[config.mk]
export PLATFORM = sky130hd
export DESIGN_NAME = trng_continuous_health_test_core_flat
export DESIGN_NICKNAME = d
export VERILOG_FILES = /design/src/design/thc_pkg.sv /design/src/design/thc_if.sv /design/src/design/thc_scan.sv /design/src/design/thc_cell.sv /design/src/design/thc_window.sv /design/src/design/trng_continuous_health_test_core.sv /design/src/flat_wrapper.sv
export SDC_FILE = /design/constraint.sdc
export NUM_CORES = 1
export LEC_CHECK = 0
export ABC_AREA = 1
export BUFFER_PORTS_ARGS = -buffer_cell sky130_fd_sc_hd__buf_2
export CORE_MARGIN = 2
export CORE_UTILIZATION = 42
export DETAILED_ROUTE_END_ITERATION = 6
export PLACE_DENSITY = 0.59
export RECOVER_POWER = 100
export SKIP_LAST_GASP = 1
export SLEW_MARGIN = 5
export SYNTH_ARGS = -nofsm -noshare
export SYNTH_HDL_FRONTEND = slang
export SYNTH_SLANG_ARGS = --single-unit
[constraint.sdc]
create_clock -name clk -period 3.94 [get_ports clk]
set_input_delay 0.591 -clock clk [delete_from_list [all_inputs] [get_ports clk]]
set_output_delay 0.591 -clock clk [all_outputs]
set_load 0.005 [all_outputs]
[src/design/thc_pkg.sv]
// shared types, constants and bit-count functions for the trng health test
`default_nettype none
package thc_pkg;

	localparam int WINDOW_WORDS = 32;
	localparam int WORD_W = 32;
	localparam int CNT_W = 6;
	localparam int RUN_W = 10;
	localparam int RCT_W = 10;
	localparam int APT_W = 11;
	localparam int WARM_W = 8;
	localparam int CFG_IDX_W = 2;
	localparam int CFG_DATA_W = 11;
	localparam int POS_W = $clog2(WINDOW_WORDS);
	localparam int WIN_SUM_W = $clog2(WINDOW_WORDS * WORD_W + 1);
	localparam int CMP_W = (WIN_SUM_W > APT_W) ? WIN_SUM_W : APT_W;

	localparam logic [CFG_IDX_W-1:0] REG_RCT_CUTOFF = 2'd0;
	localparam logic [CFG_IDX_W-1:0] REG_APT_CUTOFF = 2'd1;
	localparam logic [CFG_IDX_W-1:0] REG_WARMUP_WORDS = 2'd2;

	localparam logic [RCT_W-1:0] RCT_CUTOFF_RST = 10'd64;
	localparam logic [APT_W-1:0] APT_CUTOFF_RST = 11'd624;
	localparam logic [WARM_W-1:0] WARMUP_WORDS_RST = 8'd64;

	// per-word features taken from one sample word
	typedef struct packed {
		logic [CNT_W-1:0] lz;
		logic [CNT_W-1:0] tz;
		logic [CNT_W-1:0] lo;
		logic [CNT_W-1:0] to;
		logic [CNT_W-1:0] pc;
		logic             all_zero;
		logic             all_one;
		logic             restart;
	} thc_feat_t;

	// window state after the word now being retired into it
	typedef struct packed {
		logic [WIN_SUM_W-1:0] sum;
		logic                 full;
	} thc_win_t;

	function automatic logic [CNT_W-1:0] ones_in(input logic [WORD_W-1:0] w);
		logic [WORD_W-1:0] v;
		v = w - ((w >> 1) & 32'h5555_5555);
		v = (v & 32'h3333_3333) + ((v >> 2) & 32'h3333_3333);
		v = (v + (v >> 4)) & 32'h0F0F_0F0F;
		v = v + (v >> 8);
		v = v + (v >> 16);
		return v[CNT_W-1:0];
	endfunction

	// bit i set when bits 31..i are all zero
	function automatic logic [CNT_W-1:0] lead_zeros(input logic [WORD_W-1:0] w);
		logic [WORD_W-1:0] m;
		for (int i = 0; i < WORD_W; i++) begin
			m[i] = ~|(w & ({WORD_W{1'b1}} << i));
		end
		return ones_in(m);
	endfunction

	// bit i set when bits i..0 are all zero
	function automatic logic [CNT_W-1:0] trail_zeros(input logic [WORD_W-1:0] w);
		logic [WORD_W-1:0] m;
		for (int i = 0; i < WORD_W; i++) begin
			m[i] = ~|(w & ({WORD_W{1'b1}} >> (WORD_W - 1 - i)));
		end
		return ones_in(m);
	endfunction

endpackage
`default_nettype wire

[src/design/thc_if.sv]
// valid/ready channel interfaces for sample words and test results
`default_nettype none
interface thc_in_if;
	logic                        valid;
	logic                        ready;
	logic [thc_pkg::WORD_W-1:0]  sample_word;
	logic                        restart;

	modport source(output valid, output sample_word, output restart, input ready);
	modport sink(input valid, input sample_word, input restart, output ready);
endinterface

interface thc_out_if;
	logic valid;
	logic ready;
	logic rct_fail;
	logic apt_fail;
	logic startup_passed;

	modport source(output valid, output rct_fail, output apt_fail, output startup_passed,
		input ready);
	modport sink(input valid, input rct_fail, input apt_fail, input startup_passed,
		output ready);
endinterface
`default_nettype wire

[src/design/thc_scan.sv]
// first stage: run lengths and ones count of the incoming word, registered
`default_nettype none
module thc_scan (
	input  wire logic                       clk,
	input  wire logic                       load,
	input  wire logic [thc_pkg::WORD_W-1:0] word,
	input  wire logic                       restart,
	output thc_pkg::thc_feat_t              feat_s1
);

	logic [thc_pkg::WORD_W-1:0] nw;

	assign nw = ~word;

	always_ff @(posedge clk) begin
		if (load) begin
			feat_s1.lz <= thc_pkg::lead_zeros(word);
			feat_s1.tz <= thc_pkg::trail_zeros(word);
			feat_s1.lo <= thc_pkg::lead_zeros(nw);
			feat_s1.to <= thc_pkg::trail_zeros(nw);
			feat_s1.pc <= thc_pkg::ones_in(word);
			feat_s1.all_zero <= ~|word;
			feat_s1.all_one <= &word;
			feat_s1.restart <= restart;
		end
	end

endmodule
`default_nettype wire

[src/design/thc_cell.sv]
// one window slot: holds a word's ones count and passes it to the next slot
`default_nettype none
module thc_cell (
	input  wire logic                      clk,
	input  wire logic                      arst_n,
	input  wire logic                      shift,
	input  wire logic [thc_pkg::CNT_W-1:0] d,
	output logic      [thc_pkg::CNT_W-1:0] q
);

	always_ff @(posedge clk or negedge arst_n) begin
		if (!arst_n) begin
			q <= '0;
		end else if (shift) begin
			q <= d;
		end
	end

endmodule
`default_nettype wire

[src/design/thc_window.sv]
// sliding window of per-word ones counts as a chain of cells, with running sum
`default_nettype none
module thc_window (
	input  wire logic                      clk,
	input  wire logic                      arst_n,
	input  wire logic                      shift,
	input  wire logic                      restart,
	input  wire logic [thc_pkg::CNT_W-1:0] pc,
	output thc_pkg::thc_win_t              nxt
);

	localparam logic [thc_pkg::POS_W-1:0] LAST_POS = thc_pkg::POS_W'(thc_pkg::WINDOW_WORDS - 1);

	logic [thc_pkg::CNT_W-1:0]     slot [thc_pkg::WINDOW_WORDS];
	logic [thc_pkg::WIN_SUM_W-1:0] sum_q;
	logic [thc_pkg::POS_W-1:0]     pos_q;
	logic                          full_q;

	for (genvar i = 0; i < thc_pkg::WINDOW_WORDS; i++) begin : g_cell
		if (i == 0) begin : g_head
			thc_cell u_cell (.clk(clk), .arst_n(arst_n), .shift(shift), .d(pc), .q(slot[i]));
		end else begin : g_body
			thc_cell u_cell (.clk(clk), .arst_n(arst_n), .shift(shift), .d(slot[i-1]),
				.q(slot[i]));
		end
	end

	// last cell holds the word that leaves the window now
	always_comb begin
		nxt.sum = sum_q - thc_pkg::WIN_SUM_W'(slot[thc_pkg::WINDOW_WORDS-1])
			+ thc_pkg::WIN_SUM_W'(pc);
		nxt.full = (full_q && !restart) || (pos_q == LAST_POS);
	end

	always_ff @(posedge clk or negedge arst_n) begin
		if (!arst_n) begin
			sum_q <= '0;
			pos_q <= '0;
			full_q <= 1'b0;
		end else if (shift) begin
			sum_q <= nxt.sum;
			pos_q <= (pos_q == LAST_POS) ? '0 : pos_q + 1'b1;
			full_q <= nxt.full;
		end
	end

endmodule
`default_nettype wire

[src/design/trng_continuous_health_test_core.sv]
// Continuous health tests (repetition count and adaptive proportion) on packed
// TRNG sample words. One word is taken per clock cycle when the result side
// keeps up; a result passes through the feature register (run lengths and ones
// count) and then the result register, where the carried runs, warm-up count and
// window sum are updated.
// The window is a chain of WINDOW_WORDS cells that shift once per word. There
// is no clearing pass after reset; the block accepts words right away.
`default_nettype none
module trng_continuous_health_test_core (
	input  wire logic                           clk,
	input  wire logic                           arst_n,
	input  wire logic                           cfg_we,
	input  wire logic [thc_pkg::CFG_IDX_W-1:0]  cfg_index,
	input  wire logic [thc_pkg::CFG_DATA_W-1:0] cfg_data,
	thc_in_if.sink                              samples,
	thc_out_if.source                           results
);

	localparam logic [thc_pkg::CMP_W-1:0] WIN_BITS =
		thc_pkg::CMP_W'(thc_pkg::WINDOW_WORDS * thc_pkg::WORD_W);

	logic [thc_pkg::RCT_W-1:0]  rct_cutoff_q;
	logic [thc_pkg::APT_W-1:0]  apt_cutoff_q;
	logic [thc_pkg::WARM_W-1:0] warmup_words_q;

	logic [thc_pkg::RUN_W-1:0]  zero_run_q;
	logic [thc_pkg::RUN_W-1:0]  one_run_q;
	logic [thc_pkg::WARM_W-1:0] warmup_count_q;

	logic               s1_valid_q;
	logic               out_valid_q;
	logic               rct_fail_q;
	logic               apt_fail_q;
	logic               passed_q;
	logic               out_free;
	logic               adv;
	logic               load;
	thc_pkg::thc_feat_t feat_s1;
	thc_pkg::thc_win_t  win;

	logic [thc_pkg::RUN_W:0]    zero_sum;
	logic [thc_pkg::RUN_W:0]    one_sum;
	logic                       rfail;
	logic [thc_pkg::RUN_W-1:0]  zero_run_nxt;
	logic [thc_pkg::RUN_W-1:0]  one_run_nxt;
	logic [thc_pkg::WARM_W-1:0] warm_base;
	logic [thc_pkg::WARM_W-1:0] warm_nxt;
	logic [thc_pkg::CMP_W-1:0]  sum_c;
	logic [thc_pkg::CMP_W-1:0]  apt_c;
	logic                       afail;
	logic                       passed;

	// handshake and pipeline advance
	assign out_free = !out_valid_q || results.ready;
	assign adv = s1_valid_q && out_free;
	assign samples.ready = !s1_valid_q || out_free;
	assign load = samples.valid && samples.ready;

	assign results.valid = out_valid_q;
	assign results.rct_fail = rct_fail_q;
	assign results.apt_fail = apt_fail_q;
	assign results.startup_passed = passed_q;

	thc_scan u_scan (
		.clk(clk),
		.load(load),
		.word(samples.sample_word),
		.restart(samples.restart),
		.feat_s1(feat_s1)
	);

	thc_window u_window (
		.clk(clk),
		.arst_n(arst_n),
		.shift(adv),
		.restart(feat_s1.restart),
		.pc(feat_s1.pc),
		.nxt(win)
	);

	// repetition count test, joining trailing run to the carried leading run
	always_comb begin
		zero_sum = {1'b0, zero_run_q} + (thc_pkg::RUN_W + 1)'(feat_s1.tz);
		one_sum = {1'b0, one_run_q} + (thc_pkg::RUN_W + 1)'(feat_s1.to);
		rfail = (zero_sum >= {1'b0, rct_cutoff_q}) || (one_sum >= {1'b0, rct_cutoff_q});
		zero_run_nxt = feat_s1.all_zero ? zero_run_q + thc_pkg::RUN_W'(feat_s1.lz)
			: thc_pkg::RUN_W'(feat_s1.lz);
		one_run_nxt = feat_s1.all_one ? one_run_q + thc_pkg::RUN_W'(feat_s1.lo)
			: thc_pkg::RUN_W'(feat_s1.lo);
		warm_base = feat_s1.restart ? '0 : warmup_count_q;
		if (!rfail && (warm_base < warmup_words_q)) begin
			warm_nxt = warm_base + 1'b1;
		end else begin
			warm_nxt = warm_base;
		end
	end

	// adaptive proportion test on the updated window sum
	always_comb begin
		sum_c = thc_pkg::CMP_W'(win.sum);
		apt_c = thc_pkg::CMP_W'(apt_cutoff_q);
		afail = win.full && ((sum_c > apt_c)
			|| ((apt_c <= WIN_BITS) && (sum_c < WIN_BITS - apt_c)));
		passed = (warm_nxt >= warmup_words_q) && win.full;
	end

	always_ff @(posedge clk or negedge arst_n) begin
		if (!arst_n) begin
			rct_cutoff_q <= thc_pkg::RCT_CUTOFF_RST;
			apt_cutoff_q <= thc_pkg::APT_CUTOFF_RST;
			warmup_words_q <= thc_pkg::WARMUP_WORDS_RST;
		end else if (cfg_we) begin
			unique case (cfg_index)
				thc_pkg::REG_RCT_CUTOFF: rct_cutoff_q <= cfg_data[thc_pkg::RCT_W-1:0];
				thc_pkg::REG_APT_CUTOFF: apt_cutoff_q <= cfg_data[thc_pkg::APT_W-1:0];
				thc_pkg::REG_WARMUP_WORDS: warmup_words_q <= cfg_data[thc_pkg::WARM_W-1:0];
				default: ;
			endcase
		end
	end

	always_ff @(posedge clk or negedge arst_n) begin
		if (!arst_n) begin
			s1_valid_q <= 1'b0;
			out_valid_q <= 1'b0;
			zero_run_q <= '0;
			one_run_q <= '0;
			warmup_count_q <= '0;
		end else begin
			if (load) begin
				s1_valid_q <= 1'b1;
			end else if (adv) begin
				s1_valid_q <= 1'b0;
			end
			if (adv) begin
				out_valid_q <= 1'b1;
				warmup_count_q <= warm_nxt;
				if (!rfail) begin
					zero_run_q <= zero_run_nxt;
					one_run_q <= one_run_nxt;
				end
			end else if (results.ready) begin
				out_valid_q <= 1'b0;
			end
		end
	end

	always_ff @(posedge clk) begin
		if (adv) begin
			rct_fail_q <= rfail;
			apt_fail_q <= afail;
			passed_q <= passed;
		end
	end

	// a failed repetition test leaves the carried runs untouched
	assert property (@(posedge clk) disable iff (!arst_n)
		(adv && rfail) |=> ($stable(zero_run_q) && $stable(one_run_q)))
		else $error("carried run changed on a repetition failure");

	// warm-up count only steps up by one, or restarts from zero or one
	assert property (@(posedge clk) disable iff (!arst_n)
		(warmup_count_q != $past(warmup_count_q)) |->
		((warmup_count_q == $past(warmup_count_q) + 8'd1) || (warmup_count_q <= 8'd1)))
		else $error("warm-up count moved by more than one");

	// a word held in the feature stage stays until it moves on
	assert property (@(posedge clk) disable iff (!arst_n)
		(s1_valid_q && !adv) |=> s1_valid_q)
		else $error("feature stage lost a word");

endmodule
`default_nettype wire
[src/flat_wrapper.sv]
// flat-port wrapper written by rule: the top's interface ports become plain ports
module trng_continuous_health_test_core_flat 
  (clk, arst_n, cfg_we, cfg_index, cfg_data, samples_valid, samples_sample_word, samples_restart, samples_ready, results_valid, results_rct_fail, results_apt_fail, results_startup_passed, results_ready);
  thc_in_if samples_i ();
  thc_out_if results_i ();
  input  wire logic clk;
  input  wire logic arst_n;
  input  wire logic cfg_we;
  input  wire logic [thc_pkg::CFG_IDX_W-1:0] cfg_index;
  input  wire logic [thc_pkg::CFG_DATA_W-1:0] cfg_data;
  input wire logic [$bits(samples_i.valid)-1:0] samples_valid;
  input wire logic [$bits(samples_i.sample_word)-1:0] samples_sample_word;
  input wire logic [$bits(samples_i.restart)-1:0] samples_restart;
  output wire logic [$bits(samples_i.ready)-1:0] samples_ready;
  output wire logic [$bits(results_i.valid)-1:0] results_valid;
  output wire logic [$bits(results_i.rct_fail)-1:0] results_rct_fail;
  output wire logic [$bits(results_i.apt_fail)-1:0] results_apt_fail;
  output wire logic [$bits(results_i.startup_passed)-1:0] results_startup_passed;
  input wire logic [$bits(results_i.ready)-1:0] results_ready;
  assign samples_i.valid = samples_valid;
  assign samples_i.sample_word = samples_sample_word;
  assign samples_i.restart = samples_restart;
  assign samples_ready = samples_i.ready;
  assign results_valid = results_i.valid;
  assign results_rct_fail = results_i.rct_fail;
  assign results_apt_fail = results_i.apt_fail;
  assign results_startup_passed = results_i.startup_passed;
  assign results_i.ready = results_ready;
  trng_continuous_health_test_core u_core (.clk(clk), .arst_n(arst_n), .cfg_we(cfg_we), .cfg_index(cfg_index), .cfg_data(cfg_data), .samples(samples_i), .results(results_i));
endmodule
Word-level counts from Yosys, hierarchy flattened

Cells that the tools add are included.

Flip-flop bits (word level): 304
Output and inout bits: 5
Word-level logic and storage cells: 381

Equality and inequality tests: 3
Mux-type cells: 9
Add/sub/neg operators: 34
Bitwise logic cells: 2
Reduce and logical (&&, ||, !) cells: 272
$lt $le $gt $ge: 7

Operators by type and width:

| kind             | number |
|---|---|
| $sub 32x31->32   | 5 |
| $add 30x30->31   | 5 |
| $add 28x27->28   | 5 |
| $logic_not 1->1  | 130 |
| $reduce_or 31->1 | 4 |
| $reduce_or 30->1 | 4 |
| $reduce_or 29->1 | 4 |
| $reduce_or 28->1 | 4 |
| $reduce_or 27->1 | 4 |
| $add 20x20->21   | 5 |
| $reduce_or 26->1 | 4 |
| $reduce_or 25->1 | 4 |
| $reduce_or 24->1 | 4 |
| $reduce_or 23->1 | 4 |
| $reduce_or 22->1 | 4 |
| $reduce_or 21->1 | 4 |
| $reduce_or 20->1 | 4 |
| $reduce_or 19->1 | 4 |
| $reduce_or 18->1 | 4 |
| $reduce_or 17->1 | 4 |
| $reduce_or 16->1 | 4 |
| $reduce_or 32->1 | 2 |
| $reduce_or 15->1 | 4 |
| $reduce_or 14->1 | 4 |
| 41 further kinds | 103 |

Logic depth before layout (Yosys ltp)

Gate-level depths: netlist of run 1.

Depth in word-level cells: 8
Depth in mapped cells: 43
Gate-level depth less buffers: 43

Cells and area by module

A second synthesis of run 1 with hierarchy kept.

Cell total of the unflattened synthesis: 4305
Area total of the unflattened synthesis: 31303.8 µm²

By module, submodules not included:

| module                           | times used | sequential area each (µm²) | area each (µm²) | cells an instance |
|---|---|---|---|---|
| thc_scan                         | 1          | 991.0                      | 16952.5         | 2509 |
| thc_cell                         | 32         | 150.1                      | 221.5           | 25 |
| trng_continuous_health_test_core | 1          | 1574.0                     | 5740.5          | 784 |
| thc_window                       | 1          | 425.4                      | 1524.0          | 212 |

Least setup slack after synthesis of run 1

Ideal clock, no wire load.

Path kind: input to register
Start: in samples_sample_word[1]
End: reg, netlist name u_core.u_scan.feat_s1[26]
Required time: 3.686 ns
Stages: 37
Arrival time: 6.107 ns
Library setup time: 0.254 ns
Setup slack: -2.421 ns
Path through: inv_1 ha_1 nand2_2 nor2_4 nand2_2 nor2_4 inv_2 nor2_4 nand2_2 nor2_4 nand2_4 nor2_4 inv_1 nor2_1 inv_1 ha_1 inv_1 a21oi_1 inv_1 nand2_1 nand2_1 a21oi_1 nand3_1 nand2_1 nand2_1 fa_1 inv_1 fa_1 inv_1 fa_1 xor2_1 ha_1 nand2_1 nor2_1 a211oi_1 o21bai_1 a21o_1

Word-level cells in the longest chain between the ends: 7

RTL lines:

| item                                     | line               | RTL |
|---|---|---|
| start: declaration                       | flat_wrapper.sv:12 | `input wire logic [$bits(samples_i.sample_word)-1:0] samples_sample_word;` |
| $reduce_or 32->1 (tied with other cells) | thc_pkg.sv:67      | `m[i] = ~\|(w & ({WORD_W{1'b1}} >> (WORD_W - 1 - i)));` |
| $logic_not 1->1                          | thc_pkg.sv:67      |  |
| $sub 32x31->32 *                         | thc_pkg.sv:46      | `v = w - ((w >> 1) & 32'h5555_5555);` |
| $add 30x30->31 *                         | thc_pkg.sv:47      | `v = (v & 32'h3333_3333) + ((v >> 2) & 32'h3333_3333);` |
| $add 28x27->28 *                         | thc_pkg.sv:48      | `v = (v + (v >> 4)) & 32'h0F0F_0F0F;` |
| $add 20x20->21 *                         | thc_pkg.sv:49      | `v = v + (v >> 8);` |
| $add 6x5->6 *                            | thc_pkg.sv:50      | `v = v + (v >> 16);` |

Every way passes the cells marked *; elsewhere a longest branch is shown, timed or not.
A chain may end at the register's enable or synchronous reset.

Final worst setup path of run 1

Start: in samples_sample_word[16]
End: reg, netlist name u_core.u_scan.feat_s1[31]

Word-level cells in the longest chain between the ends: 7

RTL lines:

| item                                     | line          | RTL |
|---|---|---|
| $reduce_or 32->1 (tied with other cells) | thc_pkg.sv:58 | `m[i] = ~\|(w & ({WORD_W{1'b1}} << i));` |
| $logic_not 1->1                          | thc_pkg.sv:58 |  |
| $sub 32x31->32 *                         | thc_pkg.sv:46 |  |
| $add 30x30->31 *                         | thc_pkg.sv:47 |  |
| $add 28x27->28 *                         | thc_pkg.sv:48 |  |
| $add 20x20->21 *                         | thc_pkg.sv:49 |  |
| $add 6x5->6 *                            | thc_pkg.sv:50 |  |

Marked as above.

==> results.json, run 1 <==
{
  "total_power_mw": 23.0,
  "cts_tree": "built",
  "synthCells": 4146,
  "firstDrtPassIters": 5,
  "run_status": "complete, but fails checks",
  "ant_nets": 0,
  "worst_slew_pin_slew_ns": 2.79,
  "worst_hold_path_type": "input port to register",
  "io_pins": 56,
  "hold_viol": 0,
  "yosysUniqueCellTypes": 48,
  "relSlewSlack_pct": -86.1,
  "synthArstFlopShare_pct": 88.2,
  "fin_util_pct": 57.9,
  "startpoint_type": "input port",
  "clk_latency_ns": 0.55,
  "syn_area_um2": 30800,
  "clockRootBuffer": "clkbuf_16",
  "fin_setup_tns_ns": -33.30,
  "drive_above_1_share_pct": 29.0,
  "synth_edf_count": 36,
  "hold_depth": 1,
  "initial_utilization_pct": 42.3,
  "crit_slowest_cell": "fa_1",
  "cts_num_sinks": 304,
  "path_buf_inv": 12,
  "finClkSkew_ns": 0.0139,
  "synth.net_count": 4772,
  "r2r_start": "u_core.one_run_q[2]$_DFFE_PN0P_",
  "grt_pass1_wl_um": 137000,
  "slowest_delay_ns": 0.58,
  "fin_crit_ns": 5.58,
  "rsz0062_at_grt": "yes",
  "fin_crit_sh_pct": 142,
  "cts_buffers": 34,
  "drv_slew": 450,
  "yosysWarnings": 0,
  "cp_max_fo": 3,
  "htreeDepth": 2,
  "grt_overflow": 0,
  "hold_path_end": "u_core.u_scan.feat_s1[0]$_DFFE_PP_",
  "fill_cells": 6730,
  "drt-total-wl_um": 85400,
  "syn_to_final_growth_pct": 36.7,
  "dieArea_um2": 75500,
  "critical_path_required_ns": 4.24,
  "yosysTopAreaCell": "dfrtp_1",
  "drt_iter0_drc": 1443,
  "clockBufferDepth": 3,
  "drv_cap": 4,
  "yosysMostFrequentCell": "nand2_1",
  "vdd_drop_max_mv": 0.954,
  "fmax_mhz": 179,
  "r2r_cells": 28,
  "gp_congestion": 0.920,
  "hold_start": "samples_restart",
  "synthFlopType": "dfrtp_1",
  "synthTopCellsByCount": "1,009 x nand2_1, 704 x inv_1, 490 x ha_1, 341 x o21ai_0, 279 x nor2_1",
  "path_class": "input port to register",
  "grt_antenna_before_repair": 0,
  "endpoint_kind": "register",
  "synth_seq_cells": 304,
  "core_area_um2": 72700,
  "finalSetupViolations": 26,
  "grt_max_degree": 225,
  "diodes": 0,
  "wl_per_cell_um": 14.3,
  "rrSetupSlack_ns": -0.38,
  "vias": 28600,
  "synth_top_area_share_pct": 21.3,
  "numPortBuffers": 55,
  "syn_area_per_cell_um2": 7.42,
  "grt_pass1_vias": 28000,
  "finish.net_count": 5633,
  "ys_seq_area_share_pct": 25.3,
  "setup_ws_ns": -1.64,
  "critPathMostFrequentCell": "inv_2",
  "num_rows": 99,
  "critPathTopFamily": "adder cells",
  "worstReg2RegEnd": "u_core.results.startup_passed$_DFFE_PP_",
  "clkSlewWorstSetupHoldPaths_ns": 0.06,
  "vias_per_cell": 4.77,
  "grt_usage_pct": 22.5,
  "route.detailed.drc": 0,
  "timing.hold.ws_ns": 0.221,
  "dp_hpwl_um": 69200,
  "synth_area_leaders": "dfrtp_1 21%, ha_1 20%, nand2_1 12%",
  "failed_checks": "capacitance limit, slew limit, setup timing",
  "cp.arrival_ns": 5.88,
  "p_leak_nw": 22.4,
  "power.density_nw_per_um2": 547,
  "fp.dieH_um": 275,
  "die_w_um": 275
}
cell families (layout without fill, tap and decap cells):
logic type | after synthesis | count (layout) | synth area share (%)
buffers and inverters | 790 | 1677 | 9.68
adder cells (fa/ha/maj) | 575 | 575 | 25.5
AND/OR/NAND/NOR | 1620 | 1620 | 22.2
AO/OA/AOI/OAI | 645 | 645 | 11.3
flip-flops | 304 | 304 | 25.3
XOR/XNOR | 212 | 212 | 6.03
flip-flops by register name (all words and copies together), names as in the netlist, 5 cells and up:
register                                flops
u_core.zero_run_q                          10
u_core.u_window.g_cell.g_body.u_cell.q    186
u_core.one_run_q                           10
u_core.warmup_count_q                       8
u_core.rct_cutoff_q                        10
u_core.u_window.pos_q                       5
u_core.u_window.g_cell.g_head.u_cell.q      6
u_core.warmup_words_q                       8
u_core.apt_c                               11
u_core.u_scan.feat_s1                      33
u_core.u_window.sum_q                      11
metrics by stage:
step / cells / area, um2 / setup slack [ns]
floorplan: 4146 / 31500 / -2.02
global placement: 5830 / 38400 / -2.33
detailed placement: 5830 / 38400 / -2.43
CTS: 5961 / 41300 / -1.60
global route: 5992 / 42100 / -1.91
finish: 5992 / 42100 / -1.64
report_power, final:
part | total [mW] | internal (mW) | leakage (nW) | switching, mW
clock | 3.49 | 2.11 | 0.616 | 1.38
sequential | 5.28 | 4.68 | 3.89 | 0.603
combinational | 14.2 | 6.54 | 17.9 | 7.69
area by class of cell:
type / instances / area, um2 / area share, %
Clock buffer: 44 / 970 / 2.30
Clock inverter: 18 / 272 / 0.645
Inverter: 727 / 2810 / 6.67
Multi-Input combinational cell: 3052 / 22200 / 52.9
Sequential cell: 304 / 7790 / 18.5
Tap cell: 959 / 1200 / 2.85
Timing Repair Buffer: 888 / 6790 / 16.1
worst max-delay path by stage:
stage	slack [ns]	startpoint	cells after the start	endpoint
after floorplan	-2.02	samples_sample_word[1]	34	u_core.u_scan.feat_s1[26]$_DFFE_PP_
after global placement	-2.33	samples_sample_word[29]	44	u_core.u_scan.feat_s1[20]$_DFFE_PP_
after detailed placement	-2.43	samples_sample_word[25]	39	u_core.u_scan.feat_s1[32]$_DFFE_PP_
after CTS	-1.60	samples_sample_word[23]	42	u_core.u_scan.feat_s1[32]$_DFFE_PP_
after global routing	-1.91	samples_sample_word[19]	41	u_core.u_scan.feat_s1[31]$_DFFE_PP_
final	-1.64	samples_sample_word[16]	41	u_core.u_scan.feat_s1[31]$_DFFE_PP_
timing repair:
action	CTS	global route
hold buffers	0	0
pin swaps	207	128
setup buffers	71	36
gates resized for setup	307	168
setup endpoints to repair	30	31
cloned	0	0
endpoints found under the hold margin	0	0
placed cells by master, fill, tap and decap left out, types with 35 or more instances in the layout:
cell type	synthesis	layout
nand3_1	178	164
xor2_1	180	161
fa_1	85	60
o21bai_1	40	38
nand2_2	26	86
nor2_4	23	43
ha_4	0	74
o21ai_0	341	317
inv_1	704	634
edfxtp_1	36	36
dfrtp_1	262	262
a21oi_1	191	156
ha_1	490	391
nor2_1	279	244
clkbuf_16	0	35
nand2_1	1009	926
buf_6	1	39
inv_2	21	66
buf_4	0	795
metal layers:
metal | GRT usage (%) | wire length, um | up-vias
li1 | - | - | 14900
met1 | 29.6 | 39300 | 13200
met2 | 39.1 | 40800 | 436
met3 | 2.34 | 3220 | 106
met4 | 6.26 | 2190 | 0
met5 | 0 | 0 | -
No activity file was read; power rests on OpenSTA's default activity.
==> inputs of run 2 (changes only) <==
Settings changed: PLACE_DENSITY 0.59 to 0.68.
==> run 2 against run 1 <==
- the flow still finishes with violations (capacitance limit, slew limit, setup timing)
- register-to-register slack lost 0.21 ns
- core utilization decreased by 0.17 points
- flip-flop and latch count unchanged
- combinational power increased by 8%
- die area unchanged
- highest routed layer unchanged
- worst hold slack worse by 0.018 ns
- routed wire length up 2.8%
- setup slack worse by 0.14 ns
==> results.json, run 2 (same netlist as run 1, synthesis figures left out) <==
{
  "rsz0062_at_grt": "yes",
  "critical_path_required_ns": 4.27,
  "largest_reg_flops": 186,
  "startpoint_type": "input port",
  "die_w_um": 275,
  "cts_tree": "built",
  "dp_hpwl_um": 70200,
  "grt_pass1_vias": 29200,
  "grt_overflow": 0,
  "wl_per_cell_um": 14.7,
  "grt_max_degree": 225,
  "io_pins": 56,
  "drv_cap": 3,
  "total_power_mw": 23.8,
  "route.detailed.drc": 0,
  "path_class": "input port to register",
  "path_buf_inv": 8,
  "grt_usage_pct": 22.9,
  "finClkSkew_ns": 0.0110,
  "worstReg2RegEnd": "u_core.results.startup_passed$_DFFE_PP_",
  "vias": 29200,
  "failed_checks": "capacitance limit, slew limit, setup timing",
  "p_leak_nw": 22.4,
  "htreeDepth": 1,
  "grt_antenna_before_repair": 1,
  "cts_hold_buf": 0,
  "pre_cts_slack_ns": -2.48,
  "hold_path_end": "u_core.u_scan.feat_s1[0]$_DFFE_PP_",
  "hold_viol": 0,
  "initial_utilization_pct": 42.3,
  "rrSetupSlack_ns": -0.59,
  "gp_congestion": 0.987,
  "worst_hold_path_type": "input port to register",
  "firstDrtPassIters": 6,
  "r2r_start": "u_core.zero_run_q[0]$_DFFE_PN0P_",
  "mostFrequentLayoutCells": "942 x nand2_1, 785 x buf_4, 633 x inv_1",
  "clockRootBuffer": "clkbuf_16",
  "setup_ws_ns": -1.78,
  "power.density_nw_per_um2": 566,
  "fill_cells": 6418,
  "fmax_mhz": 175,
  "finalSetupViolations": 26,
  "fin_crit_sh_pct": 145,
  "cts_buffers": 31,
  "drt-total-wl_um": 87800,
  "drv_slew": 447,
  "crit_slowest_cell": "fa_1",
  "ant_nets": 0,
  "drt_iter0_drc": 1825,
  "fin_crit_ns": 5.72,
  "r2r_cells": 23,
  "worst_slew_pin_slew_ns": 3.09,
  "clockBufferDepth": 3,
  "largestRegisters": "u_core.u_window.g_cell.g_body.u_cell.q (186), u_core.u_scan.feat_s1 (33)",
  "run_status": "complete, but fails checks",
  "vdd_drop_max_mv": 1.07,
  "clkSlewWorstSetupHoldPaths_ns": 0.06,
  "final_common_cell": "nand2_1",
  "dieArea_um2": 75500,
  "relSlewSlack_pct": -106,
  "vias_per_cell": 4.88,
  "slowest_delay_ns": 0.56,
  "critPathTopFamily": "adder cells",
  "numPortBuffers": 55,
  "cp_max_fo": 4,
  "endpoint_kind": "register",
  "hold_depth": 1,
  "stdcell_area_um2": 42000,
  "cts_num_sinks": 304,
  "cp.arrival_ns": 6.05,
  "grt_pass1_wl_um": 141000,
  "top_register": "u_core.u_window.g_cell.g_body.u_cell.q",
  "fin_util_pct": 57.7,
  "placed_cell_area_um2": 38400,
  "hold_start": "samples_restart",
  "num_rows": 99,
  "drive_above_1_share_pct": 28.8,
  "core_area_um2": 72700,
  "fin_setup_tns_ns": -34.68,
  "critPathMostFrequentCell": "nand2_4",
  "clk_latency_ns": 0.58,
  "syn_to_final_growth_pct": 36.3,
  "finish.net_count": 5623,
  "fp.dieH_um": 275
}
==> run 2: changes by cell type in the layout (fill, tap and decap cells not counted), sizes merged <==
cell / change
clkinvlp: +1
clkbuf: -4
inv: -1
buf: -7
clkinv: -2
bufinv: -1
dlymetal6s2s: +1
diode: +2
==> run 2: worst max-delay path by stage <==
stage               slack (ns)               startpoint  cells past startpoint                             endpoint
global placement         -2.38  samples_sample_word[24]                     35  u_core.u_scan.feat_s1[31]$_DFFE_PP_
detailed placement       -2.48  samples_sample_word[18]                     40  u_core.u_scan.feat_s1[32]$_DFFE_PP_
floorplan                -2.02   samples_sample_word[1]                     34  u_core.u_scan.feat_s1[26]$_DFFE_PP_
finish                   -1.78   samples_sample_word[0]                     36  u_core.u_scan.feat_s1[26]$_DFFE_PP_
global route             -1.97   samples_sample_word[0]                     38  u_core.u_scan.feat_s1[26]$_DFFE_PP_
CTS                      -1.66  samples_sample_word[28]                     41  u_core.u_scan.feat_s1[32]$_DFFE_PP_
==> run 2: layout make-up <==
cell class	instances	area (um2)	area share (%)
multi-input combinational	3052	22300	53.1
sequential	304	7790	18.6
timing repair buffer	881	6790	16.2
inverter	727	2820	6.72
tap	959	1200	2.86
clock buffer	41	853	2.03
clock inverter	15	206	0.492
antenna	2	5.00	0.0119
==> run 2: timing repair <==
| item | CTS | global route |
|---|---|---|
| resized for setup | 269 | 221 |
| hold endpoints to repair | 0 | 0 |
| setup endpoints to repair | 32 | 41 |
| pin swaps | 178 | 167 |
| setup buffers | 66 | 34 |
| cloned | 1 | 0 |
==> run 2: routing by layer <==
layer | global-route usage (%) | up-vias | routed length, um | share of wire [%]
li1 | - | 14900 | - | -
met1 | 28.6 | 13600 | 38000 | 43
met2 | 40.9 | 593 | 42600 | 48
met3 | 2.26 | 179 | 3630 | 4.1
met4 | 8.40 | 0 | 3600 | 4.1
met5 | 0 | - | 0 | 0
==> run 2: report_power, final <==
part	switching [mW]	total [mW]	internal, mW
Sequential	0.626	5.31	4.68
Clock	1.24	3.04	1.80
Combinational	8.51	15.4	6.91
Total	10.4	23.8	13.4
==> run 2: stage by stage <==
step	instances	hold WS [ns]
2_1_floorplan	4146	0.295
3_3_place_gp	5832	0.462
3_5_place_dp	5832	0.465
4_1_cts	5947	0.149
5_1_grt	5979	0.176
6_report	5981	0.203
==> inputs of run 3 (changes only) <==
Settings changed: PLACE_DENSITY 0.68 to 0.56.
==> run 3 against run 2 <==
- the run still ends with capacitance limit, slew limit, setup timing left
- cell count grew 0.57%
- critical path depth is 4 higher
- via count down 1.7%
- worst hold slack gained 0.015 ns
- clock skew increased by 0.012 ns
- register-to-register slack gained 0.16 ns
- global-route usage increased by 0.44 points
- non-clock buffer count up 29
- critical endpoint is now u_core.u_scan.feat_s1[32]$_DFFE_PP_
- largest cell class unchanged
- largest power group unchanged
- highest routed layer is now met5
==> results.json, run 3 (same netlist as run 1, synthesis figures left out) <==
{
  "p_seq_share_pct": 22.8,
  "sw_frac_of_total_pct": 42.8,
  "power.density_nw_per_um2": 547,
  "intPower_mw": 13.3,
  "syn_to_final_growth_pct": 37.9,
  "worst_slew_pin_slew_ns": 2.17,
  "p_leak_nw": 22.6,
  "cts_hold_buf": 0,
  "slowest_delay_ns": 0.52,
  "startpoint_type": "input port",
  "finalSetupViolations": 27,
  "placed_cell_area_um2": 38400,
  "stdcell_area_um2": 42400,
  "setup_ws_ns": -1.75,
  "io_pins": 56,
  "vias": 28700,
  "core_area_um2": 72700,
  "top_register": "u_core.u_window.g_cell.g_body.u_cell.q",
  "route.detailed.drc": 0,
  "cp.arrival_ns": 5.98,
  "clockRootBuffer": "clkbuf_16",
  "numPortBuffers": 55,
  "grt_overflow": 0,
  "cts_buffers": 34,
  "vdd_drop_max_mv": 0.863,
  "gp_congestion": 0.926,
  "total_power_mw": 23.2,
  "fin_crit_sh_pct": 144,
  "run_status": "complete, but fails checks",
  "path_class": "input port to register",
  "finClkSkew_ns": 0.0226,
  "fin_crit_ns": 5.69,
  "largestRegisters": "u_core.u_window.g_cell.g_body.u_cell.q (186), u_core.u_scan.feat_s1 (33)",
  "drive_above_1_share_pct": 30.1,
  "finish.net_count": 5655,
  "failed_checks": "capacitance limit, slew limit, setup timing",
  "initial_utilization_pct": 42.3,
  "firstDrtPassIters": 7,
  "grt_pass1_wl_um": 142000,
  "fmax_mhz": 176,
  "cp_max_fo": 4,
  "drt_iter0_drc": 1614,
  "clockBufferDepth": 3,
  "relSlewSlack_pct": -44.4,
  "fp.dieH_um": 275,
  "endpoint_kind": "register",
  "htreeDepth": 2,
  "crit_slowest_cell": "fa_1",
  "clock_power_share_pct": 14.0,
  "final_common_cell": "nand2_1",
  "p_sw_mw": 9.93,
  "fin_cells": 6015,
  "die_w_um": 275,
  "drv_cap": 5,
  "grt_pass1_vias": 28400,
  "cts_num_sinks": 304,
  "drt-total-wl_um": 88300,
  "wl_per_cell_um": 14.7,
  "place_inst": 5844,
  "clkSlewWorstSetupHoldPaths_ns": 0.06,
  "regArea_um2": 7800,
  "vias_per_cell": 4.77,
  "dp_hpwl_um": 71900,
  "cts_tree": "built",
  "hold_viol": 0,
  "fill_cells": 6763,
  "mostFrequentLayoutCells": "933 x nand2_1, 814 x buf_4, 623 x inv_1",
  "largest_reg_flops": 186,
  "clk_latency_ns": 0.55,
  "grt_usage_pct": 23.4,
  "pre_cts_slack_ns": -2.45,
  "multi_input_area_um2": 22500,
  "rsz0062_at_grt": "yes",
  "dieArea_um2": 75500,
  "worst_hold_path_type": "input port to register",
  "num_rows": 99,
  "critical_path_required_ns": 4.24,
  "p_comb_share_pct": 63.1,
  "grt_antenna_before_repair": 3,
  "critPathMostFrequentCell": "inv_2",
  "ant_nets": 0,
  "grt_max_degree": 225,
  "drv_slew": 558
}
run 3: cell types whose count changed in the layout (fill, tap and decap cells not counted), sizes merged, moves of 2 or more:
cell	delta
buf	+23
clkbuf	+12
clkinv	+5
inv	-3
bufinv	-2
run 3: cell type report:
cell class | count | area share, %
Multi-Input combinational cell | 3052 | 53.0
Sequential cell | 304 | 18.4
Timing Repair Buffer | 910 | 16.4
Inverter | 727 | 6.64
Tap cell | 959 | 2.83
Clock buffer | 46 | 2.28
Clock inverter | 16 | 0.478
Antenna cell | 1 | 0.00590
run 3: per-stage QoR:
stage / util [%] / hold WS (ns) / setup TNS (ns)
after floorplan: - / 0.295 / -41.23
after global placement: 52.9 / 0.461 / -54.11
after detailed placement: 52.9 / 0.465 / -56.26
after CTS: 56.8 / 0.0474 / -31.52
after global routing: 58.4 / 0.198 / -40.99
final: 58.4 / 0.218 / -33.87
run 3: worst max-delay path, delay by kind of cell:
| family | cells | cell delay (ns) |
|---|---|---|
| buf+inv | 12 | 0.84 |
| fa+ha+maj | 7 | 1.96 |
| compound gates | 7 | 0.85 |
| xor+xnor | 3 | 0.56 |
| simple gates | 11 | 1.19 |
run 3: timing repair:
item	4_1_cts	5_1_grt
pin swaps	182	189
setup endpoints to repair	30	30
hold endpoints to repair	0	0
gates resized for setup	309	232
setup buffers	77	39
run 3: power by group through the flow:
stage | logic (mW) | clock network [mW] | registers (mW)
after floorplan | 8.24 | 0 | 5.15
after global placement | 12.5 | 0 | 5.30
after detailed placement | 12.8 | 0 | 5.33
after CTS | 13.6 | 3.36 | 5.28
after global routing | 16.5 | 3.48 | 5.46
final | 14.7 | 3.26 | 5.30
run 3: path summary, 6_finish.rpt:
| path | start | to | slack (ns) | cells after the start |
|---|---|---|---|---|
| max | samples_sample_word[17] | u_core.u_scan.feat_s1[32]$_DFFE_PP_ | -1.75 | 40 |
| min | samples_restart | u_core.u_scan.feat_s1[0]$_DFFE_PP_ | 0.22 | 1 |
| max reg2reg | u_core.u_scan.feat_s1[11]$_DFFE_PP_ | u_core.results.startup_passed$_DFFE_PP_ | -0.43 | 28 |
| min reg2reg | u_core.u_window.g_cell[30].g_body.u_cell.q[5]$_DFFE_PN0P_ | u_core.u_window.g_cell[31].g_body.u_cell.q[5]$_DFFE_PN0P_ | 0.47 | 2 |
| max in group asynchronous | arst_n | u_core.u_window.g_cell[20].g_body.u_cell.q[0]$_DFFE_PN0P_ | 0.72 | 2 |
| min in group asynchronous | arst_n | u_core.warmup_count_q[5]$_DFFE_PN0P_ | 0.64 | 1 |
run 3: layer usage:
metal,global-route usage (%),share of wire (%),vias to the layer above,wire (um)
met4,9.07,4.2,2,3710
met1,29.5,45,13200,39400
li1,-,-,14900,-
met3,2.33,3.2,159,2860
met5,0,0.012,-,11
met2,41.0,48,442,42400
